===== src/rtl/core/pcl_pkg.sv =====
// Package for positional_char_list: request and result beat types, request
// and status codes, and the controller/datapath command and status structs.
// No dependencies.
package pcl_pkg;

  localparam int unsigned TYPE_W = 3;
  localparam int unsigned POS_W  = 5;
  localparam int unsigned BYTE_W = 8;
  localparam int unsigned STAT_W = 2;
  localparam int unsigned LEN_W  = 5;

  localparam logic [TYPE_W-1:0] REQ_APPEND = 3'd0;
  localparam logic [TYPE_W-1:0] REQ_INSERT = 3'd1;
  localparam logic [TYPE_W-1:0] REQ_DELETE = 3'd2;
  localparam logic [TYPE_W-1:0] REQ_CLEAR  = 3'd3;
  localparam logic [TYPE_W-1:0] REQ_DUMP   = 3'd4;

  localparam logic [STAT_W-1:0] ST_DONE  = 2'd0;
  localparam logic [STAT_W-1:0] ST_RANGE = 2'd1;
  localparam logic [STAT_W-1:0] ST_FULL  = 2'd2;

  typedef struct packed {
    logic [TYPE_W-1:0] req_type;
    logic [POS_W-1:0]  position;
    logic [BYTE_W-1:0] byte_value;
  } req_t;

  typedef struct packed {
    logic [STAT_W-1:0] status;
    logic [LEN_W-1:0]  list_length;
    logic              has_value;
    logic [BYTE_W-1:0] elem_value;
    logic              last;
  } rsp_t;

  // controller -> datapath
  typedef struct packed {
    logic load_req;    // capture the input beat
    logic exec;        // apply a single-result request and load its result
    logic dump_start;  // clear the dump counter
    logic dump_step;   // emit head element and rotate the list
  } cmd_t;

  // datapath -> controller
  typedef struct packed {
    logic req_dump;    // held request is a dump
    logic nonempty;    // list holds at least one element
    logic out_free;    // output register can take a beat this cycle
    logic dump_last;   // current dump step emits the final element
  } sts_t;

endpackage


===== src/rtl/core/positional_char_list.sv =====
// Top level of positional_char_list: ordered byte list with append, insert,
// delete, clear and dump requests. Depends on pcl_pkg, pcl_ctrl, pcl_datapath.
//
// Usage:
//   Input channel (in_valid_i / in_ready_o / in_data_i) carries one request
//   beat: req_type, 1-based position, byte_value. Output channel
//   (out_valid_o / out_ready_i / out_data_o) carries result beats: status,
//   list_length, has_value, elem_value and last.
//   Every request except a dump of a non-empty list yields one result beat
//   with last set. A dump of N elements yields N beats, in list order, last
//   set on the final one.
//   A request is taken in S_IDLE and executed in S_EXEC once the output
//   register is free; its result is registered into the output register.
//   A dump of N elements clears the dump counter in S_EXEC, then emits the
//   head slot and rotates the store one element per cycle while the output
//   register is free. The controller handles one request at a time; that
//   sequencer sets the rate. The next request is taken while a result still
//   sits in the output register.
//   Reset empties the list (count to zero); slot contents are not cleared
//   and are only read after being written.
//   When the receiver stalls, the output register holds its beat and the
//   controller waits before loading the next one; input is held off until
//   the current request has finished.
module positional_char_list #(
  parameter int unsigned CAPACITY = 16
) (
  input  logic          clk_i,
  input  logic          rst_ni,
  input  logic          in_valid_i,
  output logic          in_ready_o,
  input  pcl_pkg::req_t in_data_i,
  output logic          out_valid_o,
  input  logic          out_ready_i,
  output pcl_pkg::rsp_t out_data_o
);
  import pcl_pkg::*;

  cmd_t cmd;
  sts_t sts;

  // sequence accept, execute and dump steps
  pcl_ctrl u_ctrl (
    .clk_i      (clk_i),
    .rst_ni     (rst_ni),
    .in_valid_i (in_valid_i),
    .in_ready_o (in_ready_o),
    .sts_i      (sts),
    .cmd_o      (cmd)
  );

  // hold the list, count and output beat
  pcl_datapath #(
    .CAPACITY (CAPACITY)
  ) u_datapath (
    .clk_i       (clk_i),
    .rst_ni      (rst_ni),
    .in_data_i   (in_data_i),
    .cmd_i       (cmd),
    .sts_o       (sts),
    .out_valid_o (out_valid_o),
    .out_ready_i (out_ready_i),
    .out_data_o  (out_data_o)
  );

endmodule


===== src/rtl/core/pcl_ctrl.sv =====
// Controller for positional_char_list: sequences accept, execute and dump.
// Depends on pcl_pkg.
module pcl_ctrl (
  input  logic          clk_i,
  input  logic          rst_ni,
  input  logic          in_valid_i,
  output logic          in_ready_o,
  input  pcl_pkg::sts_t sts_i,
  output pcl_pkg::cmd_t cmd_o
);
  import pcl_pkg::*;

  localparam logic [1:0] S_IDLE = 2'd0;
  localparam logic [1:0] S_EXEC = 2'd1;
  localparam logic [1:0] S_DUMP = 2'd2;

  logic [1:0] state_q, state_d;

  assign in_ready_o = (state_q == S_IDLE);

  always_comb begin
    state_d = state_q;
    cmd_o   = '0;
    case (state_q)
      S_IDLE: begin
        if (in_valid_i) begin
          cmd_o.load_req = 1'b1;
          state_d        = S_EXEC;
        end
      end
      S_EXEC: begin
        if (sts_i.req_dump && sts_i.nonempty) begin
          cmd_o.dump_start = 1'b1;
          state_d          = S_DUMP;
        end else if (sts_i.out_free) begin
          cmd_o.exec = 1'b1;
          state_d    = S_IDLE;
        end
      end
      S_DUMP: begin
        if (sts_i.out_free) begin
          cmd_o.dump_step = 1'b1;
          if (sts_i.dump_last) begin
            state_d = S_IDLE;
          end
        end
      end
      default: begin
        state_d = S_IDLE;
      end
    endcase
  end

  always_ff @(posedge clk_i or negedge rst_ni) begin
    if (!rst_ni) begin
      state_q <= S_IDLE;
    end else begin
      state_q <= state_d;
    end
  end

  a_one_cmd: assert property (@(posedge clk_i) disable iff (!rst_ni)
    $onehot0({cmd_o.load_req, cmd_o.exec, cmd_o.dump_start, cmd_o.dump_step}))
    else $error("more than one datapath command at once");

  a_accept_to_exec: assert property (@(posedge clk_i) disable iff (!rst_ni)
    cmd_o.load_req |=> (state_q == S_EXEC))
    else $error("accepted beat did not move to execute");

  a_dump_end_idle: assert property (@(posedge clk_i) disable iff (!rst_ni)
    (cmd_o.dump_step && sts_i.dump_last) |=> in_ready_o)
    else $error("dump end did not return to idle");

endmodule


===== src/rtl/core/pcl_datapath.sv =====
// Datapath for positional_char_list: request register, shifting element
// store, element count, dump counter and output register. Depends on pcl_pkg.
module pcl_datapath #(
  parameter int unsigned CAPACITY = 16
) (
  input  logic          clk_i,
  input  logic          rst_ni,
  input  pcl_pkg::req_t in_data_i,
  input  pcl_pkg::cmd_t cmd_i,
  output pcl_pkg::sts_t sts_o,
  output logic          out_valid_o,
  input  logic          out_ready_i,
  output pcl_pkg::rsp_t out_data_o
);
  import pcl_pkg::*;

  localparam int unsigned CW = $clog2(CAPACITY + 1);
  localparam int unsigned PW = ((CW > POS_W) ? CW : POS_W) + 1;

  req_t              req_q;
  logic [BYTE_W-1:0] slot_q [CAPACITY];
  logic [BYTE_W-1:0] slot_d [CAPACITY];
  logic [BYTE_W-1:0] slot_up [CAPACITY];
  logic [BYTE_W-1:0] slot_dn [CAPACITY];
  logic [CW-1:0]     count_q, count_d;
  logic [CW-1:0]     k_q;
  logic              out_valid_q;
  rsp_t              out_q, out_d;

  logic [PW-1:0]     cnt_ext, pos_ext, ins_idx, del_idx;
  logic              full, pos_zero, do_ins, do_del, do_clr;
  logic [STAT_W-1:0] status;
  logic [PW-1:0]     new_len;

  assign cnt_ext  = PW'(count_q);
  assign pos_ext  = PW'(req_q.position);
  assign full     = (count_q == CW'(CAPACITY));
  assign pos_zero = (req_q.position == '0);
  assign del_idx  = pos_ext - PW'(1);

  // decode the held request
  always_comb begin
    status  = ST_DONE;
    do_ins  = 1'b0;
    do_del  = 1'b0;
    do_clr  = 1'b0;
    ins_idx = cnt_ext;
    case (req_q.req_type)
      REQ_APPEND: begin
        if (full) status = ST_FULL;
        else      do_ins = 1'b1;
      end
      REQ_INSERT: begin
        ins_idx = pos_ext - PW'(1);
        if (pos_zero || pos_ext > cnt_ext + PW'(1)) status = ST_RANGE;
        else if (full)                                status = ST_FULL;
        else                                          do_ins = 1'b1;
      end
      REQ_DELETE: begin
        if (pos_zero || pos_ext > cnt_ext) status = ST_RANGE;
        else                               do_del = 1'b1;
      end
      REQ_CLEAR: begin
        do_clr = 1'b1;
      end
      default: begin
      end
    endcase
  end

  always_comb begin
    count_d = count_q;
    if (cmd_i.exec) begin
      if (do_clr)      count_d = '0;
      else if (do_ins) count_d = count_q + CW'(1);
      else if (do_del) count_d = count_q - CW'(1);
    end
  end

  // per-slot lane: insert shifts up, delete shifts down, dump rotates
  for (genvar g = 0; g < CAPACITY; g++) begin : g_lane
    localparam int unsigned UP = (g == CAPACITY - 1) ? g : g + 1;
    localparam int unsigned DN = (g == 0) ? 0 : g - 1;
    logic [PW-1:0] idx;
    assign idx        = PW'(g);
    assign slot_up[g] = slot_q[UP];
    assign slot_dn[g] = slot_q[DN];

    always_comb begin
      slot_d[g] = slot_q[g];
      if (cmd_i.exec && do_ins) begin
        if (idx == ins_idx)     slot_d[g] = req_q.byte_value;
        else if (idx > ins_idx) slot_d[g] = slot_dn[g];
      end else if (cmd_i.exec && do_del) begin
        if (idx >= del_idx) slot_d[g] = slot_up[g];
      end else if (cmd_i.dump_step) begin
        if (idx == cnt_ext - PW'(1)) slot_d[g] = slot_q[0];
        else                         slot_d[g] = slot_up[g];
      end
    end

    always_ff @(posedge clk_i) begin
      slot_q[g] <= slot_d[g];
    end
  end

  assign new_len = PW'(count_d);

  always_comb begin
    out_d = out_q;
    if (cmd_i.exec) begin
      out_d.status      = status;
      out_d.list_length = new_len[LEN_W-1:0];
      out_d.has_value   = 1'b0;
      out_d.elem_value  = '0;
      out_d.last        = 1'b1;
    end else if (cmd_i.dump_step) begin
      out_d.status      = ST_DONE;
      out_d.list_length = cnt_ext[LEN_W-1:0];
      out_d.has_value   = 1'b1;
      out_d.elem_value  = slot_q[0];
      out_d.last        = sts_o.dump_last;
    end
  end

  assign sts_o.req_dump  = (req_q.req_type == REQ_DUMP);
  assign sts_o.nonempty  = (count_q != '0);
  assign sts_o.out_free  = !out_valid_q || out_ready_i;
  assign sts_o.dump_last = (PW'(k_q) + PW'(1) == cnt_ext);

  assign out_valid_o = out_valid_q;
  assign out_data_o  = out_q;

  always_ff @(posedge clk_i) begin
    if (cmd_i.load_req) req_q <= in_data_i;
    out_q <= out_d;
  end

  always_ff @(posedge clk_i or negedge rst_ni) begin
    if (!rst_ni) begin
      count_q     <= '0;
      k_q         <= '0;
      out_valid_q <= 1'b0;
    end else begin
      count_q <= count_d;
      if (cmd_i.dump_start)     k_q <= '0;
      else if (cmd_i.dump_step) k_q <= k_q + CW'(1);
      if (cmd_i.exec || cmd_i.dump_step) out_valid_q <= 1'b1;
      else if (out_ready_i)              out_valid_q <= 1'b0;
    end
  end

  a_count_bound: assert property (@(posedge clk_i) disable iff (!rst_ni)
    count_q <= CW'(CAPACITY))
    else $error("element count above capacity");

  a_no_overwrite: assert property (@(posedge clk_i) disable iff (!rst_ni)
    (cmd_i.exec || cmd_i.dump_step) |-> sts_o.out_free)
    else $error("output beat overwritten");

  a_dump_nonempty: assert property (@(posedge clk_i) disable iff (!rst_ni)
    cmd_i.dump_step |-> (count_q != '0))
    else $error("dump step on empty list");

  a_value_done: assert property (@(posedge clk_i) disable iff (!rst_ni)
    (out_valid_q && out_q.has_value) |-> (out_q.status == ST_DONE))
    else $error("dumped element with error status");

endmodule


===== config.mk =====
export PLATFORM = sky130hd
export DESIGN_NAME = positional_char_list
export DESIGN_NICKNAME = d
export VERILOG_FILES = /design/src/rtl/core/pcl_pkg.sv /design/src/rtl/core/positional_char_list.sv /design/src/rtl/core/pcl_ctrl.sv /design/src/rtl/core/pcl_datapath.sv
export SDC_FILE = /design/constraint.sdc
export NUM_CORES = 1
export LEC_CHECK = 0
export ABC_AREA = 0
export BUFFER_PORTS_ARGS = -buffer_cell sky130_fd_sc_hd__buf_2
export CORE_MARGIN = 5
export CORE_UTILIZATION = 45
export CTS_BUF_LIST = sky130_fd_sc_hd__clkbuf_8 sky130_fd_sc_hd__clkbuf_16
export DETAILED_ROUTE_END_ITERATION = 10
export GPL_ROUTABILITY_DRIVEN = 0
export PLACE_DENSITY_LB_ADDON = 0.1
export SYNTH_ARGS = -nofsm -noshare
export SYNTH_HDL_FRONTEND = slang
export SYNTH_SLANG_ARGS = --single-unit

===== constraint.sdc =====
create_clock -name clk_i -period 4.65 [get_ports clk_i]
set_input_delay 0.93 -clock clk_i [delete_from_list [all_inputs] [get_ports clk_i]]
set_output_delay 0.93 -clock clk_i [all_outputs]
set_load 0.005 [all_outputs]

Yosys cells after proc, flatten, opt, wreduce, memory -nomap -nowiden

Memory sizes are Yosys's and may differ from the RTL's.
Index checks and enable logic that the tools add are counted.

Memory bits (writable): 128
Memories kept: 1
Output and inout port bits: 19
Flip-flop bits (word level): 46
Input bits: 20

Multiplexer cells: 144
Magnitude comparators: 32
Add/sub/neg operators: 7
Eq/ne operators: 42
Reductions and logical operators: 18

Memories:

| name              | depth | width | read ports | clocked after Yosys merged registers in | write ports | RTL line           | source |
|---|---|---|---|---|---|---|---|
| u_datapath.slot_q | 16    | 8     | 16         | 0                                       | 16          | pcl_datapath.sv:21 | `logic [BYTE_W-1:0] slot_q [CAPACITY];` |

Operators by type and width:

| operator                                                             | count |
|---|---|
| 8-bit two-way mux                                                    | 110 |
| 4-bit by 6-bit == test with 1-bit output, first input constant       | 16 |
| 3-bit by 6-bit == test with 1-bit output, first input constant       | 8 |
| 4-bit by 6-bit > comparator with 1-bit output, first input constant  | 8 |
| 4-bit by 6-bit >= comparator with 1-bit output, first input constant | 7 |
| 17-bit two-way mux                                                   | 2 |
| 5-bit two-way mux                                                    | 6 |
| 2-bit by 6-bit == test with 1-bit output, first input constant       | 4 |
| 3-bit by 6-bit >= comparator with 1-bit output, first input constant | 4 |
| 3-bit by 6-bit > comparator with 1-bit output, first input constant  | 4 |
| 2-bit two-way mux                                                    | 8 |
| 1-bit two-way mux                                                    | 14 |
| 5-bit by 1-bit adder with 6-bit output, second input constant        | 2 |
| 1-bit by 6-bit == test with 1-bit output, first input constant       | 2 |
| 1-bit by 6-bit >= comparator with 1-bit output, first input constant | 2 |
| 2-bit by 6-bit >= comparator with 1-bit output, first input constant | 2 |
| 2-bit by 6-bit > comparator with 1-bit output, first input constant  | 2 |
| 6-bit logical NOT                                                    | 2 |
| 2-bit one-hot mux with 3 select lines                                | 2 |
| 5-bit by 1-bit subtractor with 6-bit output, second input constant   | 2 |
| 5-bit by 1-bit adder with 5-bit output, second input constant        | 2 |
| 3-bit by 2-bit == test with 1-bit output, second input constant      | 2 |
| 6-bit by 5-bit == test with 1-bit output                             | 1 |
| 1-bit by 6-bit > comparator with 1-bit output, first input constant  | 1 |
| 21 further kinds                                                     | 30 |

Longest topological paths before layout

Depth after elaboration: 9
Gate-level depth with buffers: 14

Hierarchy

Synthesis repeated with hierarchy kept, for this count alone.

Cells, all modules: 1,023
Area total of the unflattened synthesis: 11,146.9 sq um

Modules (own cells, without submodules):

| module       | cells an instance | area each (sq um) | seq. area each (sq um) | times used |
|---|---|---|---|---|
| pcl_datapath | 1,007             | 11,021.8          | 5,009.8                | 1 |
| pcl_ctrl     | 16                | 125.1             | 50.0                   | 1 |

Worst setup path before layout

OpenSTA, ideal clock, no wires.

Path type: reg2reg
Start point: register u_datapath.count_q[1] (netlist name)
End point: memory u_datapath.slot_q[6][0], enable pin
Arrival: 3,934 ps
Required time: 4,231 ps
Period minus slack after synthesis: 4,353 ps
Slack: 297 ps
Buffers on the path: 3
Stages on the path, launching flop included: 14
Cells stage by stage: dfrtp_1 clkbuf_1 inv_1 ha_1 inv_1 ha_1 nand2_1 o221a_2 a21bo_2 nand3_1 buf_2 buf_2 a21oi_1 a2111oi_0

RTL lines:

| item             | RTL line |
|---|---|
| end: declaration | pcl_datapath.sv:21 |

==> run_results.csv <==
group,metric,value,unit
synth,netlist-cell-type-count,87,
detailed_routing,via_per_inst,6.21,
cells_and_area,ff_latch_area,5060,µm²
cells_and_area,postLayoutCoreUtil,0.497,
sta,layout_setup_ws,587,ps
pwr,ir_worst_vdd,0.401,mV
clock_network,htree_levels,4,
die,rows,58,
cells_and_area,num_antenna_cells,0,
worst_setup_path,slowest_delay,990,ps
placed_design,pre_cts_ws,718,ps
die,start_util,0.457,
worst_setup_path,r2r_cells,9,
synth,ys_warn_count,0,
worst_setup_path,crit_arrival,4120,ps
cells_and_area,syn_to_final_growth,8.83,%
die,die_area,28900,µm²
sta,finalCriticalPeriod,4060,ps
detailed_routing,dr.pass1.iters,7,
cells_and_area,num-fill-cells,2363,
detailed_routing,ant_nets,0,
cells_and_area,drive_gt1_frac,0.144,
grt,grt_pass1_vias,9074,
sta,clock_skew,17.0,ps
synth,ys_seq_elements,174,
clock_network,cts_made_buffers,17,
synth,synth_flop_cell,"edfxtp_1",
sta,max-slew-margin-rel,0.209,
grt,grt_remaining_overflow,0,
synth,syn_area_per_cell,9.94,µm²
pwr,combPwrFrac,0.419,
worst_setup_path,crit_fanout,15,
sta,rsz0062_at_grt,"false",
pwr,p_sw,3.37,mW
die,die_y,170,µm
sta,fin_setup_tns,0,ps
worst_hold_path,worstHoldPathType,"in2async",
grt,grt_pass1_wl,52.8,mm
die,die_w,170,µm
sta,finalHoldViolCount,0,
detailed_routing,route.final.wire_length,33.9,mm
synth,synth_cells,1158,
clock_network,postCtsSetupBuffers,0,
synth,syn_nets,1198,
worst_setup_path,worst-setup-path-type,"reg2reg",
die,coreArea,25200,µm²
clock_network,cts_root_buffer,"clkbuf_16",
pwr,p_int,4.27,mW
worst_setup_path,r2r_start,"u_datapath.count_q[4]$_DFF_PN0_",
detailed_routing,wl_per_cell,22.7,µm
detailed_routing,drtIter0Drc,897,
die,io_pins,39,
cells_and_area,nNetsFinal,1190,
clock_network,hold_buffers,0,
synth,ys_seq_area_frac,0.440,
grt,grt_max_degree,99,
worst_setup_path,path_buf_inv,1,
placed_design,dp_hpwl,24.3,mm
worst_setup_path,crit_chain,"clkinv_1 -> xnor2_1 -> ha_1 -> nand3_1 -> o221a_2 -> a21boi_1 -> o22ai_1 -> a21oi_2 -> a211oi_1",
sta,setup_violations,0,
clock_network,clockBufferDepth,2,
clock_network,clock_latency,450,ps
pwr,finalPower,7.64,mW
clock_network,tritoncts,"built",
synth,synth_edf_count,151,
grt,grt_usage,0.234,
clock_network,clk_pin_slew_worst_paths,90,ps
sta,fmax,246,MHz
sta,fin_crit_sh,0.874,
worst_setup_path,cpLargestDelayFamily,"compound AO/OA/AOI/OAI gates",
clock_network,cts.sinks,174,
cells_and_area,multi_input_area,5940,µm²
worst_setup_path,start_kind,"register",
grt,grt_antenna_before_repair,0,
run_status,status,"finished clean",
pwr,pwr_density_cell,610,nW/µm²
worst_setup_path,critical_path_depth,9,
detailed_routing,dr_total_vias,9269,
sta,worstMarginPinSlew,1180,ps
worst_setup_path,slowest_stage,"a211oi_1",
sta,drv_slew,0,
pwr,sequentialPowerShare,0.381,
synth,syn-cell-area,11500,µm²
worst_setup_path,crit_start,"u_datapath.count_q[4]$_DFF_PN0_",
worst_setup_path,cp-end-kind,"register",
placed_design,port_buffers,38,
synth,synth-async-reset-ratio,0.0747,
pwr,p_sw_frac,0.442,
pwr,clkPwrFrac,0.199,
worst_setup_path,cp.required,4710,ps
pwr,leakagePower,4.91,nW
detailed_routing,drc,0,
clock_network,cts_resized,0,
flow_run,cap_viol_max_count,0,
## per-layer routing
metal	track usage	wire, µm	up-vias	share of wire
met5	0	0	-	0
met4	0.0715	773	0	0.023
met3	0.0325	1830	58	0.054
met2	0.374	15700	332	0.46
met1	0.330	15700	4509	0.46
li1	-	-	4370	-
## final timing paths
| check | end | slack, ps |
|---|---|---|
| worst max-delay path | u_datapath.slot_q[12][5]$_DFFE_PP_ | 590 |
| worst min-delay path | u_datapath.count_q[4]$_DFF_PN0_ | 360 |
| worst max register to register | u_datapath.slot_q[12][5]$_DFFE_PP_ | 590 |
| worst min register to register | u_datapath.out_data_o[3]$_SDFFE_PP0P_ | 460 |
| max in group asynchronous | u_datapath.count_q[1]$_DFF_PN0_ | 4050 |
| min in group clk_i | u_datapath.out_data_o[3]$_SDFFE_PP0P_ | 460 |
## placed cells by master, fill, tap and decap left out, types with 6 or more instances in the layout
cell type / netlist / routed
nand2_1: 170 / 170
edfxtp_1: 151 / 151
mux2i_1: 131 / 131
a21oi_1: 108 / 108
a22oi_1: 88 / 88
nand3_1: 45 / 44
buf_2: 26 / 38
nor2_1: 36 / 36
o21ai_0: 30 / 30
buf_4: 8 / 30
inv_1: 20 / 20
ha_1: 20 / 20
nand2b_1: 19 / 19
clkbuf_16: 0 / 17
o211ai_1: 16 / 16
a31oi_1: 15 / 15
dfrtp_1: 13 / 13
nor3_1: 12 / 12
dfxtp_1: 10 / 10
xnor2_1: 9 / 9
a32oi_1: 9 / 9
a211oi_1: 8 / 8
a21oi_2: 7 / 7
and3_1: 7 / 7
nor2b_1: 7 / 7
nor3_2: 6 / 6
o22ai_1: 6 / 6
a21oi_4: 6 / 6
o21ai_1: 6 / 6
## cell type report
class	count	area share
Multi-Input combinational cell	867	0.474
Sequential cell	174	0.404
Inverter	22	0.00659
Clock buffer	17	0.0340
Timing Repair Buffer	68	0.0332
Tap cell	330	0.0330
Clock inverter	15	0.0149
## Yosys cell counts, types with 13 or more instances
| master | number | area (µm²) |
|---|---|---|
| edfxtp_1 | 151 | 4530 |
| inv_1 | 20 | 75.1 |
| nand2b_1 | 19 | 119 |
| a31oi_1 | 15 | 93.8 |
| nand3_1 | 45 | 225 |
| o211ai_1 | 16 | 120 |
| clkbuf_1 | 46 | 173 |
| a22oi_1 | 88 | 661 |
| nor2_1 | 36 | 135 |
| dfrtp_1 | 13 | 325 |
| ha_1 | 20 | 250 |
| o21ai_0 | 30 | 150 |
| mux2i_1 | 131 | 1310 |
| nand2_1 | 170 | 638 |
| buf_2 | 26 | 130 |
| a21oi_1 | 108 | 541 |
## sequential cells by signal (all words and copies together), names as in the netlist
register                count
u_ctrl.state_q              2
u_datapath.pos_ext          5
u_datapath.out_valid_o      1
u_datapath.k_q              5
u_datapath.count_q          5
u_datapath.out_data_o      17
u_datapath.slot_q         128
u_datapath.req_q           11
## power by group through the flow
stage          combinational (mW)  sequential, mW  clock, mW
2_1_floorplan                2.47            2.61          0
3_3_place_gp                 3.13            2.92          0
3_5_place_dp                 3.16            2.93          0
4_1_cts                      3.18            2.90       1.54
5_1_grt                      3.51            2.96       1.61
6_report                     3.21            2.91       1.52
## logic make-up after synthesis
| kind of cell | Yosys count | synth area share |
|---|---|---|
| AOI/OAI and AO/OA | 352 | 0.215 |
| xor gates and xnor gates | 12 | 0.00914 |
| adders and majority gates | 20 | 0.0217 |
| buffers and inverters | 117 | 0.0457 |
| DFF | 174 | 0.440 |
| muxes | 134 | 0.117 |
| and+or+nand+nor | 349 | 0.151 |
## worst reg2reg max path, cell delays in order (launching register included)
cell and delay, ps:
dfrtp_1 640, clkinv_1 390, xnor2_1 250, ha_1 310, nand3_1 110, o221a_2 250
a21boi_1 140, o22ai_1 320, a21oi_2 280, a211oi_1 990
## per-stage QoR
stage          cells  area [µm²]  hold WS [ps]
2_1_floorplan   1158       11500           453
3_3_place_gp    1461       11900           443
3_5_place_dp    1461       11900           447
4_1_cts         1493       12500           356
5_1_grt         1493       12500           366
6_report        1493       12500           356
Note: power is estimated with default switching activity, not from simulation.
